$ cat src/hw/rtl/encoder_knob_servo_positioner_assert.svh
// ----------------------------------------------------------------------------
// Encoder knob servo positioner - assertion macros
// Shared concurrent assertion forms, clocked on the rising edge and
// disabled while the synchronous active-low reset is asserted.
// ----------------------------------------------------------------------------
`ifndef ENCODER_KNOB_SERVO_POSITIONER_ASSERT_SVH
`define ENCODER_KNOB_SERVO_POSITIONER_ASSERT_SVH

// Same-cycle implication: cons must hold whenever ante holds
`define EKP_ASSERT_SAME(lbl, clk, rst_n, ante, cons) \
    lbl: assert property (@(posedge clk) disable iff (!rst_n) (ante) |-> (cons)) \
        else $error("ekp assertion failed");

// Next-cycle implication: cons must hold in the cycle after ante
`define EKP_ASSERT_NEXT(lbl, clk, rst_n, ante, cons) \
    lbl: assert property (@(posedge clk) disable iff (!rst_n) (ante) |=> (cons)) \
        else $error("ekp assertion failed");

`endif

$ cat src/hw/rtl/ekp_pkg.sv
// ----------------------------------------------------------------------------
// ekp_pkg
// Types and constants shared by the encoder knob servo positioner.
// ----------------------------------------------------------------------------
package ekp_pkg;

    // Stream widths (fields packed from bit 0, padded to whole bytes)
    localparam int IN_TDATA_W  = 40;
    localparam int OUT_TDATA_W = 16;

    // Configuration port
    localparam int CFG_IDX_W  = 3;
    localparam int CFG_DATA_W = 16;

    localparam logic [CFG_IDX_W-1:0] REG_DEBOUNCE   = 3'd0;
    localparam logic [CFG_IDX_W-1:0] REG_LONG_PRESS = 3'd1;
    localparam logic [CFG_IDX_W-1:0] REG_BEEP       = 3'd2;
    localparam logic [CFG_IDX_W-1:0] REG_COARSE     = 3'd3;
    localparam logic [CFG_IDX_W-1:0] REG_MID        = 3'd4;
    localparam logic [CFG_IDX_W-1:0] REG_FINE       = 3'd5;
    localparam logic [CFG_IDX_W-1:0] REG_MAX_ANGLE  = 3'd6;
    localparam logic [CFG_IDX_W-1:0] REG_CENTER     = 3'd7;

    // Register reset values
    localparam logic [15:0] RST_DB_WINDOW     = 16'd40;
    localparam logic [15:0] RST_HOLD_WINDOW   = 16'd800;
    localparam logic [15:0] RST_BEEP_MS       = 16'd80;
    localparam logic [7:0]  RST_COARSE_STEP   = 8'd5;
    localparam logic [7:0]  RST_MID_STEP      = 8'd2;
    localparam logic [7:0]  RST_FINE_STEP     = 8'd1;
    localparam logic [7:0]  RST_MAX_ANGLE     = 8'd180;
    localparam logic [7:0]  RST_CENTER_ANGLE  = 8'd90;

    // Extra window after the long-press time in which a release still counts
    localparam logic [16:0] GRACE_MS = 17'd50;

    // Step size modes
    localparam logic [1:0] MODE_COARSE = 2'd0;
    localparam logic [1:0] MODE_MID    = 2'd1;
    localparam logic [1:0] MODE_FINE   = 2'd2;

    typedef struct packed {
        logic [15:0] db_window;
        logic [15:0] hold_window;
        logic [15:0] beep_ms;
        logic [7:0]  coarse_step;
        logic [7:0]  mid_step;
        logic [7:0]  fine_step;
        logic [7:0]  max_angle;
        logic [7:0]  center_angle;
    } t_cfg;

    typedef struct packed {
        logic [31:0] time_ms;
        logic        button_level;
        logic        enc_data;
        logic        enc_clk;
    } t_item;

    typedef struct packed {
        logic       limit_hit;
        logic [1:0] step_mode;
        logic       beep_on;
        logic [7:0] angle;
    } t_res;

endpackage

$ cat src/hw/rtl/ekp_cfg_regs.sv
// ----------------------------------------------------------------------------
// ekp_cfg_regs
// Configuration register file: indexed writes, values held for the core.
// ----------------------------------------------------------------------------
module ekp_cfg_regs
    import ekp_pkg::*;
(
    input  logic                  i_clk,
    input  logic                  i_rst_n,
    input  logic                  i_cfg_we,
    input  logic [CFG_IDX_W-1:0]  i_cfg_idx,
    input  logic [CFG_DATA_W-1:0] i_cfg_wdata,
    output t_cfg                  o_cfg
);

    t_cfg r_cfg;

    // Register writes, 8-bit registers take the low byte
    always_ff @(posedge i_clk) begin
        if (!i_rst_n) begin
            r_cfg.db_window     <= RST_DB_WINDOW;
            r_cfg.hold_window   <= RST_HOLD_WINDOW;
            r_cfg.beep_ms       <= RST_BEEP_MS;
            r_cfg.coarse_step   <= RST_COARSE_STEP;
            r_cfg.mid_step      <= RST_MID_STEP;
            r_cfg.fine_step     <= RST_FINE_STEP;
            r_cfg.max_angle     <= RST_MAX_ANGLE;
            r_cfg.center_angle  <= RST_CENTER_ANGLE;
        end else if (i_cfg_we) begin
            unique case (i_cfg_idx)
                REG_DEBOUNCE:   r_cfg.db_window     <= i_cfg_wdata;
                REG_LONG_PRESS: r_cfg.hold_window   <= i_cfg_wdata;
                REG_BEEP:       r_cfg.beep_ms       <= i_cfg_wdata;
                REG_COARSE:     r_cfg.coarse_step   <= i_cfg_wdata[7:0];
                REG_MID:        r_cfg.mid_step      <= i_cfg_wdata[7:0];
                REG_FINE:       r_cfg.fine_step     <= i_cfg_wdata[7:0];
                REG_MAX_ANGLE:  r_cfg.max_angle     <= i_cfg_wdata[7:0];
                REG_CENTER:     r_cfg.center_angle  <= i_cfg_wdata[7:0];
                default: ;
            endcase
        end
    end

    assign o_cfg = r_cfg;

endmodule

$ cat src/hw/rtl/ekp_core.sv
// ----------------------------------------------------------------------------
// ekp_core
// Knob state and per-sample logic: detent detection, button debounce,
// long/short press, limit beep and the clamped angle move.
// ----------------------------------------------------------------------------
module ekp_core
    import ekp_pkg::*;
(
    input  logic  i_clk,
    input  logic  i_rst_n,
    input  t_cfg  i_cfg,
    input  logic  i_adv,
    input  t_item i_item,
    output t_res  o_res
);

`include "encoder_knob_servo_positioner_assert.svh"

    // State
    logic        r_prev_clk,   n_prev_clk;
    logic        r_bstate,     n_bstate;
    logic [31:0] r_last,       n_last;
    logic [31:0] r_press,      n_press;
    logic        r_lf,         n_lf;
    logic        r_st,         n_st;
    logic        r_seen,       n_seen;
    logic [7:0]  r_angle,      n_angle;
    logic [1:0]  r_step_idx,   n_step_idx;
    logic        r_beep_act,   n_beep_act;
    logic [31:0] r_beep_until, n_beep_until;

    logic        det;
    logic        long_ev;
    logic        limit;
    logic [31:0] dt_chg;
    logic [31:0] dt_press;
    logic [31:0] dt_beep;
    logic [31:0] dt_short;
    logic [16:0] short_lim;
    logic [7:0]  step;
    logic [8:0]  up_sum;
    logic [7:0]  up_tgt;
    logic [7:0]  dn_raw;
    logic [7:0]  dn_tgt;
    logic [7:0]  tgt;

    // Next-state and result for the sample in the input register
    always_comb begin
        // detent on falling encoder clock
        det        = r_prev_clk & ~i_item.enc_clk;
        n_prev_clk = i_item.enc_clk;

        // button debounce
        n_bstate = r_bstate;
        n_last   = r_last;
        n_press  = r_press;
        n_lf     = r_lf;
        n_st     = r_st;
        n_seen   = r_seen;
        dt_chg   = i_item.time_ms - r_last;
        if ((i_item.button_level != r_bstate) && (dt_chg >= {16'd0, i_cfg.db_window})) begin
            n_bstate = i_item.button_level;
            n_last   = i_item.time_ms;
            n_seen   = 1'b1;
            if (!i_item.button_level) begin
                n_press = i_item.time_ms;
                n_lf    = 1'b0;
                n_st    = 1'b0;
            end
        end

        // long press
        dt_press = i_item.time_ms - n_press;
        long_ev  = ~n_bstate & ~n_lf & (dt_press >= {16'd0, i_cfg.hold_window});
        if (long_ev) begin
            n_lf = 1'b1;
        end

        // beep expiry, half-range wrap compare
        n_beep_act   = r_beep_act;
        n_beep_until = r_beep_until;
        dt_beep      = i_item.time_ms - r_beep_until;
        if (r_beep_act && !dt_beep[31]) begin
            n_beep_act = 1'b0;
        end

        // step size for the current mode
        case (r_step_idx)
            MODE_COARSE: step = i_cfg.coarse_step;
            MODE_MID:    step = i_cfg.mid_step;
            default:     step = i_cfg.fine_step;
        endcase

        // clamped targets for both directions
        up_sum = {1'b0, r_angle} + {1'b0, step};
        up_tgt = (up_sum > {1'b0, i_cfg.max_angle}) ? i_cfg.max_angle : up_sum[7:0];
        dn_raw = (step >= r_angle) ? 8'd0 : (r_angle - step);
        dn_tgt = (dn_raw > i_cfg.max_angle) ? i_cfg.max_angle : dn_raw;
        tgt    = i_item.enc_data ? up_tgt : dn_tgt;

        // detent move or blocked-at-limit beep
        n_angle = r_angle;
        limit   = 1'b0;
        if (det) begin
            if (tgt == r_angle) begin
                limit        = 1'b1;
                n_beep_act   = 1'b1;
                n_beep_until = i_item.time_ms + {16'd0, i_cfg.beep_ms};
            end else begin
                n_angle = tgt;
            end
        end

        // short press: once per release
        n_step_idx = r_step_idx;
        short_lim  = {1'b0, i_cfg.hold_window} + GRACE_MS;
        dt_short   = i_item.time_ms - n_last;
        if (n_bstate && n_seen && !n_lf && !n_st && (dt_short < {15'd0, short_lim})) begin
            n_st = 1'b1;
            case (r_step_idx)
                MODE_COARSE: n_step_idx = MODE_MID;
                MODE_MID:    n_step_idx = MODE_FINE;
                default:     n_step_idx = MODE_COARSE;
            endcase
        end

        // long press recenters after everything else
        if (long_ev) begin
            n_angle = i_cfg.center_angle;
        end

        o_res.angle     = n_angle;
        o_res.beep_on   = n_beep_act;
        o_res.step_mode = n_step_idx;
        o_res.limit_hit = limit;
    end

    // State update, one sample per advance
    always_ff @(posedge i_clk) begin
        if (!i_rst_n) begin
            r_prev_clk   <= 1'b1;
            r_bstate     <= 1'b1;
            r_last       <= '0;
            r_press      <= '0;
            r_lf         <= 1'b0;
            r_st         <= 1'b0;
            r_seen       <= 1'b0;
            r_angle      <= RST_CENTER_ANGLE;
            r_step_idx   <= MODE_COARSE;
            r_beep_act   <= 1'b0;
            r_beep_until <= '0;
        end else if (i_adv) begin
            r_prev_clk   <= n_prev_clk;
            r_bstate     <= n_bstate;
            r_last       <= n_last;
            r_press      <= n_press;
            r_lf         <= n_lf;
            r_st         <= n_st;
            r_seen       <= n_seen;
            r_angle      <= n_angle;
            r_step_idx   <= n_step_idx;
            r_beep_act   <= n_beep_act;
            r_beep_until <= n_beep_until;
        end
    end

    // Checks
    `EKP_ASSERT_NEXT(a_step_hold, i_clk, i_rst_n, !i_adv, $stable(r_step_idx))
    `EKP_ASSERT_NEXT(a_angle_quiet, i_clk, i_rst_n, i_adv && !det && !long_ev,
        $stable(r_angle))
    `EKP_ASSERT_NEXT(a_long_center, i_clk, i_rst_n, i_adv && long_ev,
        r_angle == $past(i_cfg.center_angle))
    `EKP_ASSERT_NEXT(a_limit_beeps, i_clk, i_rst_n, i_adv && limit,
        r_beep_act && r_lf == $past(n_lf))

endmodule

$ cat src/hw/rtl/encoder_knob_servo_positioner.sv
// ----------------------------------------------------------------------------
// encoder_knob_servo_positioner
// Rotary encoder knob with debounced button driving a servo angle command.
//
//   Channel   Dir  Signals                       Contents (lsb first)
//   s_axis    in   tvalid/tready/tdata[39:0]     enc_clk, enc_data,
//                                                button_level, time_ms
//   m_axis    out  tvalid/tready/tdata[15:0]     angle, beep_on, step_mode,
//                                                limit_hit
//   cfg       in   i_cfg_we/i_cfg_idx/i_cfg_wdata register writes, no wait
//
// Result is registered: the input register feeds the state logic, which loads
// the result register once it is free. One sample per cycle is sustained
// while the output does not stall; the state update is a single pass.
// Reset is synchronous active low and restores registers and knob state.
// A stalled output holds its result; the input register keeps accepting
// as long as the result register is free or draining.
// ----------------------------------------------------------------------------
module encoder_knob_servo_positioner
    import ekp_pkg::*;
(
    input  logic                   i_clk,
    input  logic                   i_rst_n,
    // stream in
    input  logic                   s_axis_tvalid,
    output logic                   s_axis_tready,
    input  logic [IN_TDATA_W-1:0]  s_axis_tdata,  // enc_clk, enc_data, button_level, time_ms[31:0]
    // stream out
    output logic                   m_axis_tvalid,
    input  logic                   m_axis_tready,
    output logic [OUT_TDATA_W-1:0] m_axis_tdata,  // angle[7:0], beep_on, step_mode[1:0], limit_hit
    // configuration
    input  logic                   i_cfg_we,
    input  logic [CFG_IDX_W-1:0]   i_cfg_idx,
    input  logic [CFG_DATA_W-1:0]  i_cfg_wdata
);

    t_cfg  cfg;
    t_item r_in;
    logic  r_in_vld;
    t_res  r_out;
    logic  r_out_vld;
    t_res  res;
    logic  adv;

    // Sample moves into the result register when that register is free
    assign adv           = r_in_vld && (!r_out_vld || m_axis_tready);
    assign s_axis_tready = !r_in_vld || adv;

    ekp_cfg_regs u_cfg (
        .i_clk       (i_clk),
        .i_rst_n     (i_rst_n),
        .i_cfg_we    (i_cfg_we),
        .i_cfg_idx   (i_cfg_idx),
        .i_cfg_wdata (i_cfg_wdata),
        .o_cfg       (cfg)
    );

    ekp_core u_core (
        .i_clk   (i_clk),
        .i_rst_n (i_rst_n),
        .i_cfg   (cfg),
        .i_adv   (adv),
        .i_item  (r_in),
        .o_res   (res)
    );

    // Input register
    always_ff @(posedge i_clk) begin
        if (!i_rst_n) begin
            r_in_vld <= 1'b0;
        end else if (s_axis_tready) begin
            r_in_vld <= s_axis_tvalid;
        end
    end

    always_ff @(posedge i_clk) begin
        if (s_axis_tvalid && s_axis_tready) begin
            r_in <= s_axis_tdata[$bits(t_item)-1:0];
        end
    end

    // Result register
    always_ff @(posedge i_clk) begin
        if (!i_rst_n) begin
            r_out_vld <= 1'b0;
        end else if (adv) begin
            r_out_vld <= 1'b1;
        end else if (m_axis_tready) begin
            r_out_vld <= 1'b0;
        end
    end

    always_ff @(posedge i_clk) begin
        if (adv) begin
            r_out <= res;
        end
    end

    assign m_axis_tvalid = r_out_vld;
    assign m_axis_tdata  = {{(OUT_TDATA_W - $bits(t_res)){1'b0}}, r_out};

endmodule

$ cat config.mk
export PLATFORM = sky130hd
export DESIGN_NAME = encoder_knob_servo_positioner
export DESIGN_NICKNAME = d
export VERILOG_FILES = /design/src/hw/rtl/ekp_pkg.sv /design/src/hw/rtl/ekp_cfg_regs.sv /design/src/hw/rtl/ekp_core.sv /design/src/hw/rtl/encoder_knob_servo_positioner.sv
export VERILOG_INCLUDE_DIRS = /design/src /design/src/hw/rtl
export SDC_FILE = /design/constraint.sdc
export NUM_CORES = 1
export LEC_CHECK = 0
export BUFFER_PORTS_ARGS = -buffer_cell sky130_fd_sc_hd__buf_4
export CORE_ASPECT_RATIO = 0.75
export CORE_UTILIZATION = 45
export CTS_CLUSTER_DIAMETER = 100
export DETAILED_ROUTE_END_ITERATION = 7
export PLACE_DENSITY = 0.68
export REMOVE_ABC_BUFFERS = 1
export SLEW_MARGIN = 20
export SYNTH_ARGS = -nofsm -noshare
export SYNTH_HDL_FRONTEND = slang
export SYNTH_SLANG_ARGS = --single-unit
$ cat constraint.sdc
create_clock -name i_clk -period 9.9 [get_ports i_clk]
set_input_delay 1.98 -clock i_clk [delete_from_list [all_inputs] [get_ports i_clk]]
set_output_delay 1.98 -clock i_clk [all_outputs]
set_load 0.02 [all_outputs]
==> results of run 1 <==
==> cell type report <==
cell class,instances,area [um2]
Clock buffer,42,866
Clock inverter,11,159
Fill cell,3948,19500
Inverter,176,663
Multi-Input combinational cell,1976,13300
Sequential cell,249,5460
Tap cell,569,712
Timing Repair Buffer,233,1770
==> sequential cells by signal (all words and copies together), names as in the netlist, 2 cells and up <==
name / flops
u_cfg.o_cfg: 88
r_in: 35
u_core.r_beep_until: 32
u_core.r_last: 32
u_core.r_press: 32
m_axis_tdata: 12
u_core.r_angle: 8
u_core.r_step_idx: 2
==> layer usage <==
layer	track usage [%]	routed length [um]	up-vias
met5	0	0	-
met1	39.2	28500	8896
met3	3.94	4770	93
met2	39.9	25200	673
met4	6.08	1300	0
li1	-	-	9199
==> worst min path at each step <==
| stage | slack, ns | to | cells past startpoint | start |
|---|---|---|---|---|
| 6_report | 0.45 | u_core.r_beep_until[14]$_SDFFE_PN0P_ | 2 | u_core.r_beep_until[14]$_SDFFE_PN0P_ |
| 5_1_grt | 0.46 | u_core.r_beep_until[14]$_SDFFE_PN0P_ | 2 | u_core.r_beep_until[14]$_SDFFE_PN0P_ |
| 4_1_cts | 0.45 | u_core.r_beep_until[14]$_SDFFE_PN0P_ | 2 | u_core.r_beep_until[14]$_SDFFE_PN0P_ |
| 3_5_place_dp | 0.44 | u_core.r_beep_until[14]$_SDFFE_PN0P_ | 2 | u_core.r_beep_until[14]$_SDFFE_PN0P_ |
| 3_3_place_gp | 0.44 | u_core.r_beep_until[14]$_SDFFE_PN0P_ | 2 | u_core.r_beep_until[14]$_SDFFE_PN0P_ |
| 2_1_floorplan | 0.43 | u_core.r_beep_until[10]$_SDFFE_PN0P_ | 2 | u_core.r_beep_until[10]$_SDFFE_PN0P_ |
==> worst max-delay path: cells and delay by family (launching register included) <==
kind / cells / cell delay (ns)
AO/OA/AOI/OAI: 19 / 3.13
adder cells (fa/ha/maj): 7 / 1.94
AND/OR/NAND/NOR: 9 / 1.88
buffers and inverters: 6 / 0.94
multiplexers: 2 / 0.56
flip-flops: 1 / 0.41
XOR/XNOR: 2 / 0.35
==> timing repair <==
action,4_1_cts,5_1_grt
pin swaps,6,38
gates resized for setup,10,80
cloned,0,0
buffers inserted,0,13
endpoints found under the hold margin,0,0
endpoints found under the setup margin,17,22
==> placed cells by master, fill, tap and decap left out, types with 36 or more instances in the layout <==
cell      instances
mux2i_1          63
nand4_1          38
inv_1           173
a21o_1           61
nor2_1          160
a211oi_1         37
nand2_1         413
o21a_1           38
dfxtp_1         202
nand3_1          56
a21oi_1         279
buf_4           228
o21ai_0          83
xnor2_1          73
nor3_1           36
edfxtp_1         47
ha_1            215
==> per-stage QoR <==
step / power [mW] / worst slack (ns) / utilization, % / hold slack (ns) / TNS [ns]
after floorplan: 1.81 / -0.482 / - / 0.432 / -4.97
final: 3.34 / 0.400 / 54.1 / 0.453 / 0
after detailed placement: 2.13 / -0.372 / 50.6 / 0.445 / -4.13
after global routing: 3.52 / -0.0860 / 54.1 / 0.462 / -0.771
after CTS: 3.30 / 0.00934 / 53.1 / 0.453 / 0
after global placement: 2.10 / -0.230 / 50.5 / 0.439 / -1.79
==> power breakdown <==
part           total, mW  switching, mW  leakage, nW  internal, mW
Sequential          1.10         0.0286         2.10          1.07
Clock               1.16          0.456        0.510         0.707
Combinational       1.08          0.615         6.62         0.461
==> cell families (layout without fill, tap and decap cells) <==
kind of cell,after synthesis,after routing
AND/OR/NAND/NOR,858,858
AO/OA/AOI/OAI,704,704
buffers and inverters,292,462
flip-flops,249,249
adder cells (fa/ha/maj),228,228
XOR/XNOR,108,108
multiplexers,74,74
other,1,4
==> impl_metrics.toml, run 1 <==
[finish]
layout-drive-gt1-share_pct = 14.0
instances_no_fill = 3256
design_area_um2 = 23000
syn_to_final_growth_pct = 17.6
diodes = 0
nets = 2954

[routing]
vias_per_cell = 5.79
ant_nets = 0
drc = 0
drt_first_pass_iters = 5
num_vias = 18900
routedWlPerCell_um = 18.4
routed_wl_um = 59800
drtIter0Drc = 1660

[timing]
final-setup-viol-count = 0
fin_skew_ns = 0.0129
finalCriticalPeriod_ns = 9.50
slew_headroom_pct = 32.0
fin_crit_sh_pct = 96.0
slew_viol_final = 0
tightest_slew_ns = 1.02
hold_viol = 0
max_freq_mhz = 105

[placement]
io_buffers = 72
placed_cell_area_um2 = 21500
dp.cells = 3190
dp_hpwl_um = 45200
gp_congestion = 0.905

[logic_synthesis]
syn_area_um2 = 19500
async_flop_share_pct = 0
netlist_instances = 2514
yosysSeqAreaShare_pct = 27.9
ys.flop_type = "dfxtp_1"
synth_edf_count = 47
synth_adder_area_share_pct = 14.8
synthTopCellsByArea = "dfxtp_1 (21%), ha_1 (14%), nand2_1 (8.0%)"
synth.top_cell.area_share_pct = 20.7
synthMuxAreaShare_pct = 3.85
syn_avg_cell_area_um2 = 7.77
synth_top_family_by_area = "compound AO/OA/AOI/OAI gates"
synth_cell_type_count = 94
yosys_warnings = 0
synth_simple_gate_area_share_pct = 19.8
synth.top_cells.by_count = "nand2_1 (416), a21oi_1 (288), ha_1 (219), dfxtp_1 (202), inv_1 (175)"
yosysMostFrequentCell = "nand2_1"
synth-xor-area-share_pct = 4.84
synth_compound_gate_area_share_pct = 22.9
ys_seq_elements = 249
synth_top_area_cell = "dfxtp_1"

[clocking]
clk_path_buf_depth = 3
cts_sinks = 249
clock_latency_ns = 0.57
cts-root-buf = "clkbuf_16"
postCtsHoldBufs = 0
cts_inserted_buffers = 29
cts_tree = "built"
cts.clk_slew.worst_paths_ns = 0.06
htree_levels = 1

[global_routing]
grt_pass1_vias = 17700
antenna_found_initial = 0
grt_pass1_wl_um = 94500
gr-total-overflow = 0
grt_max_degree = 90
track_usage_pct = 26.4

[die]
core_um2 = 42500
initial_core_util_pct = 46.0
die_h_um = 182
dieArea_um2 = 44200
io_pins = 82
rows = 65
die_w_um = 243

[worst_setup_path]
r2r_start = "r_in[4]$_DFFE_PP_"
crit_slowest_cell = "or4_1"
rr_worst_depth = 45
worstPathMaxFanout = 6
cpMostUsedCell = "o21ai_1"
endpoint = "m_axis_tdata[2]$_DFFE_PP_"
worstSetupPathType = "flop to flop"
r2r_setup_slack_ns = 0.40
r2r_end = "m_axis_tdata[2]$_DFFE_PP_"
critPathRequiredTime_ns = 10.21
startpoint = "r_in[4]$_DFFE_PP_"
critPathMaxStageDelay_ns = 0.54
cp-start-kind = "flop"
critPathCaptureType = "flop"
crit_arrival_ns = 9.81

[power_and_ir_drop]
peakVddDrop_v = 0.000143
total_leakage_power_nw = 9.23
power_density_nw_per_um2 = 145

[outcome]
status = "completed"

[min_path]
min_path_type = "flop to flop"

[flow_run]
max_cap_viol_count = 0
Note: power is estimated with default switching activity, not from simulation.
==> run 2: changes to the inputs <==
--- a/config.mk
+++ b/config.mk
@@ -8,10 +8,10 @@
 export LEC_CHECK = 0
 export BUFFER_PORTS_ARGS = -buffer_cell sky130_fd_sc_hd__buf_4
 export CORE_ASPECT_RATIO = 0.75
-export CORE_UTILIZATION = 45
+export CORE_UTILIZATION = 58
 export CTS_CLUSTER_DIAMETER = 100
 export DETAILED_ROUTE_END_ITERATION = 7
-export PLACE_DENSITY = 0.68
+export PLACE_DENSITY = 0.83
 export REMOVE_ABC_BUFFERS = 1
 export SLEW_MARGIN = 20
 export SYNTH_ARGS = -nofsm -noshare
==> constraint.sdc (replaced) <==
create_clock -name i_clk -period 9.9 [get_ports i_clk]
set_input_delay 1.485 -clock i_clk [delete_from_list [all_inputs] [get_ports i_clk]]
set_output_delay 1.485 -clock i_clk [all_outputs]
set_load 0.02 [all_outputs]
==> run 2 against run 1 <==
The run now ends with setup timing left. First-iteration DRC count rose by 57%. Non-clock buffer count grew 63. Combinational power is 12% higher. Cell count down 2.0%. Final area increased by 1.7%. Highest routed layer is now met5.
==> impl_metrics.toml, run 2 (synthesis gave the netlist of run 1 again) <==
[finish]
mostFrequentLayoutCells = "nand2_1 (411), buf_4 (290), a21oi_1 (271)"
largest_register_ffs = 88
postLayoutCoreUtil_pct = 71.3
syn_to_final_growth_pct = 19.6
nets = 3015
instances_no_fill = 3190
layout-drive-gt1-share_pct = 16.9
layout_commonest_cell = "nand2_1"

[timing]
finalCriticalPeriod_ns = 10.15
final-setup-viol-count = 17
hold_viol = 0
rsz0062_at_grt = "yes"
slew_viol_final = 0
slew_headroom_pct = 26.8
tightest_slew_ns = 1.10
fin_skew_ns = 0.0297
setup_ws_ns = -0.251
fin_crit_sh_pct = 103
max_freq_mhz = 98.5

[clocking]
cts.clk_slew.worst_paths_ns = 0.06
postCtsHoldBufs = 0
cts_inserted_buffers = 27
htree_levels = 1
cts-root-buf = "clkbuf_16"
cts_tree = "built"
cts_sinks = 249
clock_latency_ns = 0.57
clk_path_buf_depth = 3

[global_routing]
use_met1_pct = 58.7
grt_pass1_wl_um = 102000
use_met2_pct = 53.4
track_usage_pct = 38.2
grt_pass1_vias = 18300
grt_busiest_layer = "met1"
gr-total-overflow = 0
use_met3_pct = 8.56
grt_max_degree = 90
antenna_found_initial = 3

[die]
initial_core_util_pct = 59.6
die_w_um = 214
rows = 57
dieArea_um2 = 34400
die_h_um = 161
core_um2 = 32700
io_pins = 82

[routing]
num_vias = 20300
vias_per_cell = 6.35
routedWlPerCell_um = 21.4
drt_first_pass_iters = 8
drc = 0
routed_wl_um = 68300
drtIter0Drc = 2605
ant_nets = 0

[worst_setup_path]
critPathCaptureType = "flop"
cp-start-kind = "flop"
worstPathMaxFanout = 5
crit_arrival_ns = 10.45
worstSetupPathType = "flop to flop"
critPathRequiredTime_ns = 10.20
cpMostUsedCell = "buf_4"
critPathMaxStageDelay_ns = 0.51
crit_slowest_cell = "or4_1"

[outcome]
status = "finished with violations"
violations = "setup timing"

[power_and_ir_drop]
total_power_mw = 3.38
total_leakage_power_nw = 9.49
power_density_nw_per_um2 = 145
peakVddDrop_v = 0.000149

[placement]
dp.cells = 3097
io_buffers = 72
place_ws_ns = -0.595
gp_congestion = 1.04
dp_hpwl_um = 50900

[min_path]
min_path_type = "flop to flop"

[flow_run]
max_cap_viol_count = 0
## run 2: path summary, 6_finish.rpt
check / startpoint / end / slack, ns / cells after the start
worst min register to register: u_core.r_beep_until[10]$_SDFFE_PN0P_ / u_core.r_beep_until[10]$_SDFFE_PN0P_ / 0.45 / 2
worst max-delay path: r_in[4]$_DFFE_PP_ / m_axis_tdata[0]$_DFFE_PP_ / -0.25 / 54
worst min-delay path: u_core.r_beep_until[10]$_SDFFE_PN0P_ / u_core.r_beep_until[10]$_SDFFE_PN0P_ / 0.45 / 2
worst max register to register: r_in[4]$_DFFE_PP_ / m_axis_tdata[0]$_DFFE_PP_ / -0.25 / 54
## run 2: worst max-delay path: cells and delay by family, from the launching register on
kind,cells,cell delay [ns]
buffers and inverters,19,2.59
AO/OA/AOI/OAI,13,2.32
adder cells (fa/ha/maj),3,0.91
XOR/XNOR,1,0.13
AND/OR/NAND/NOR,16,2.74
multiplexers,2,0.63
flip-flops,1,0.49
## run 2: power breakdown
part / switching (mW) / internal, mW
logic: 0.697 / 0.514
registers: 0.0371 / 1.07
clock network: 0.447 / 0.612
total: 1.18 / 2.20
## run 2: what timing repair did
item | in CTS | in global routing
resized for setup | 51 | 82
buffers inserted | 32 | 12
pin swaps | 42 | 35
endpoints found under the setup margin | 17 | 22
## run 2: stage by stage
step	area (um2)	TNS [ns]	hold WS [ns]
CTS	22900	0	0.452
finish	23300	-2.49	0.451
detailed placement	21500	-7.47	0.444
global route	23300	-5.94	0.467
floorplan	19100	-4.97	0.432
global placement	21500	-2.33	0.439
## run 2: layout make-up
class | instances | area, um2
fillers | 2456 | 9390
flip-flops and latches | 249 | 5460
diodes | 1 | 2.50
clock inverters | 11 | 123
multi-input cells | 1976 | 13500
inverters | 176 | 666
well taps | 442 | 553
repair buffers | 296 | 2250
clock buffers | 39 | 793
## run 2: metal layers
layer  part of all wire, %  vias to the layer above
li1                      -                     9313
met1                    43                     9633
met2                    40                     1181
met3                    14                      138
met4                   2.5                        2
met5                 0.019                        -
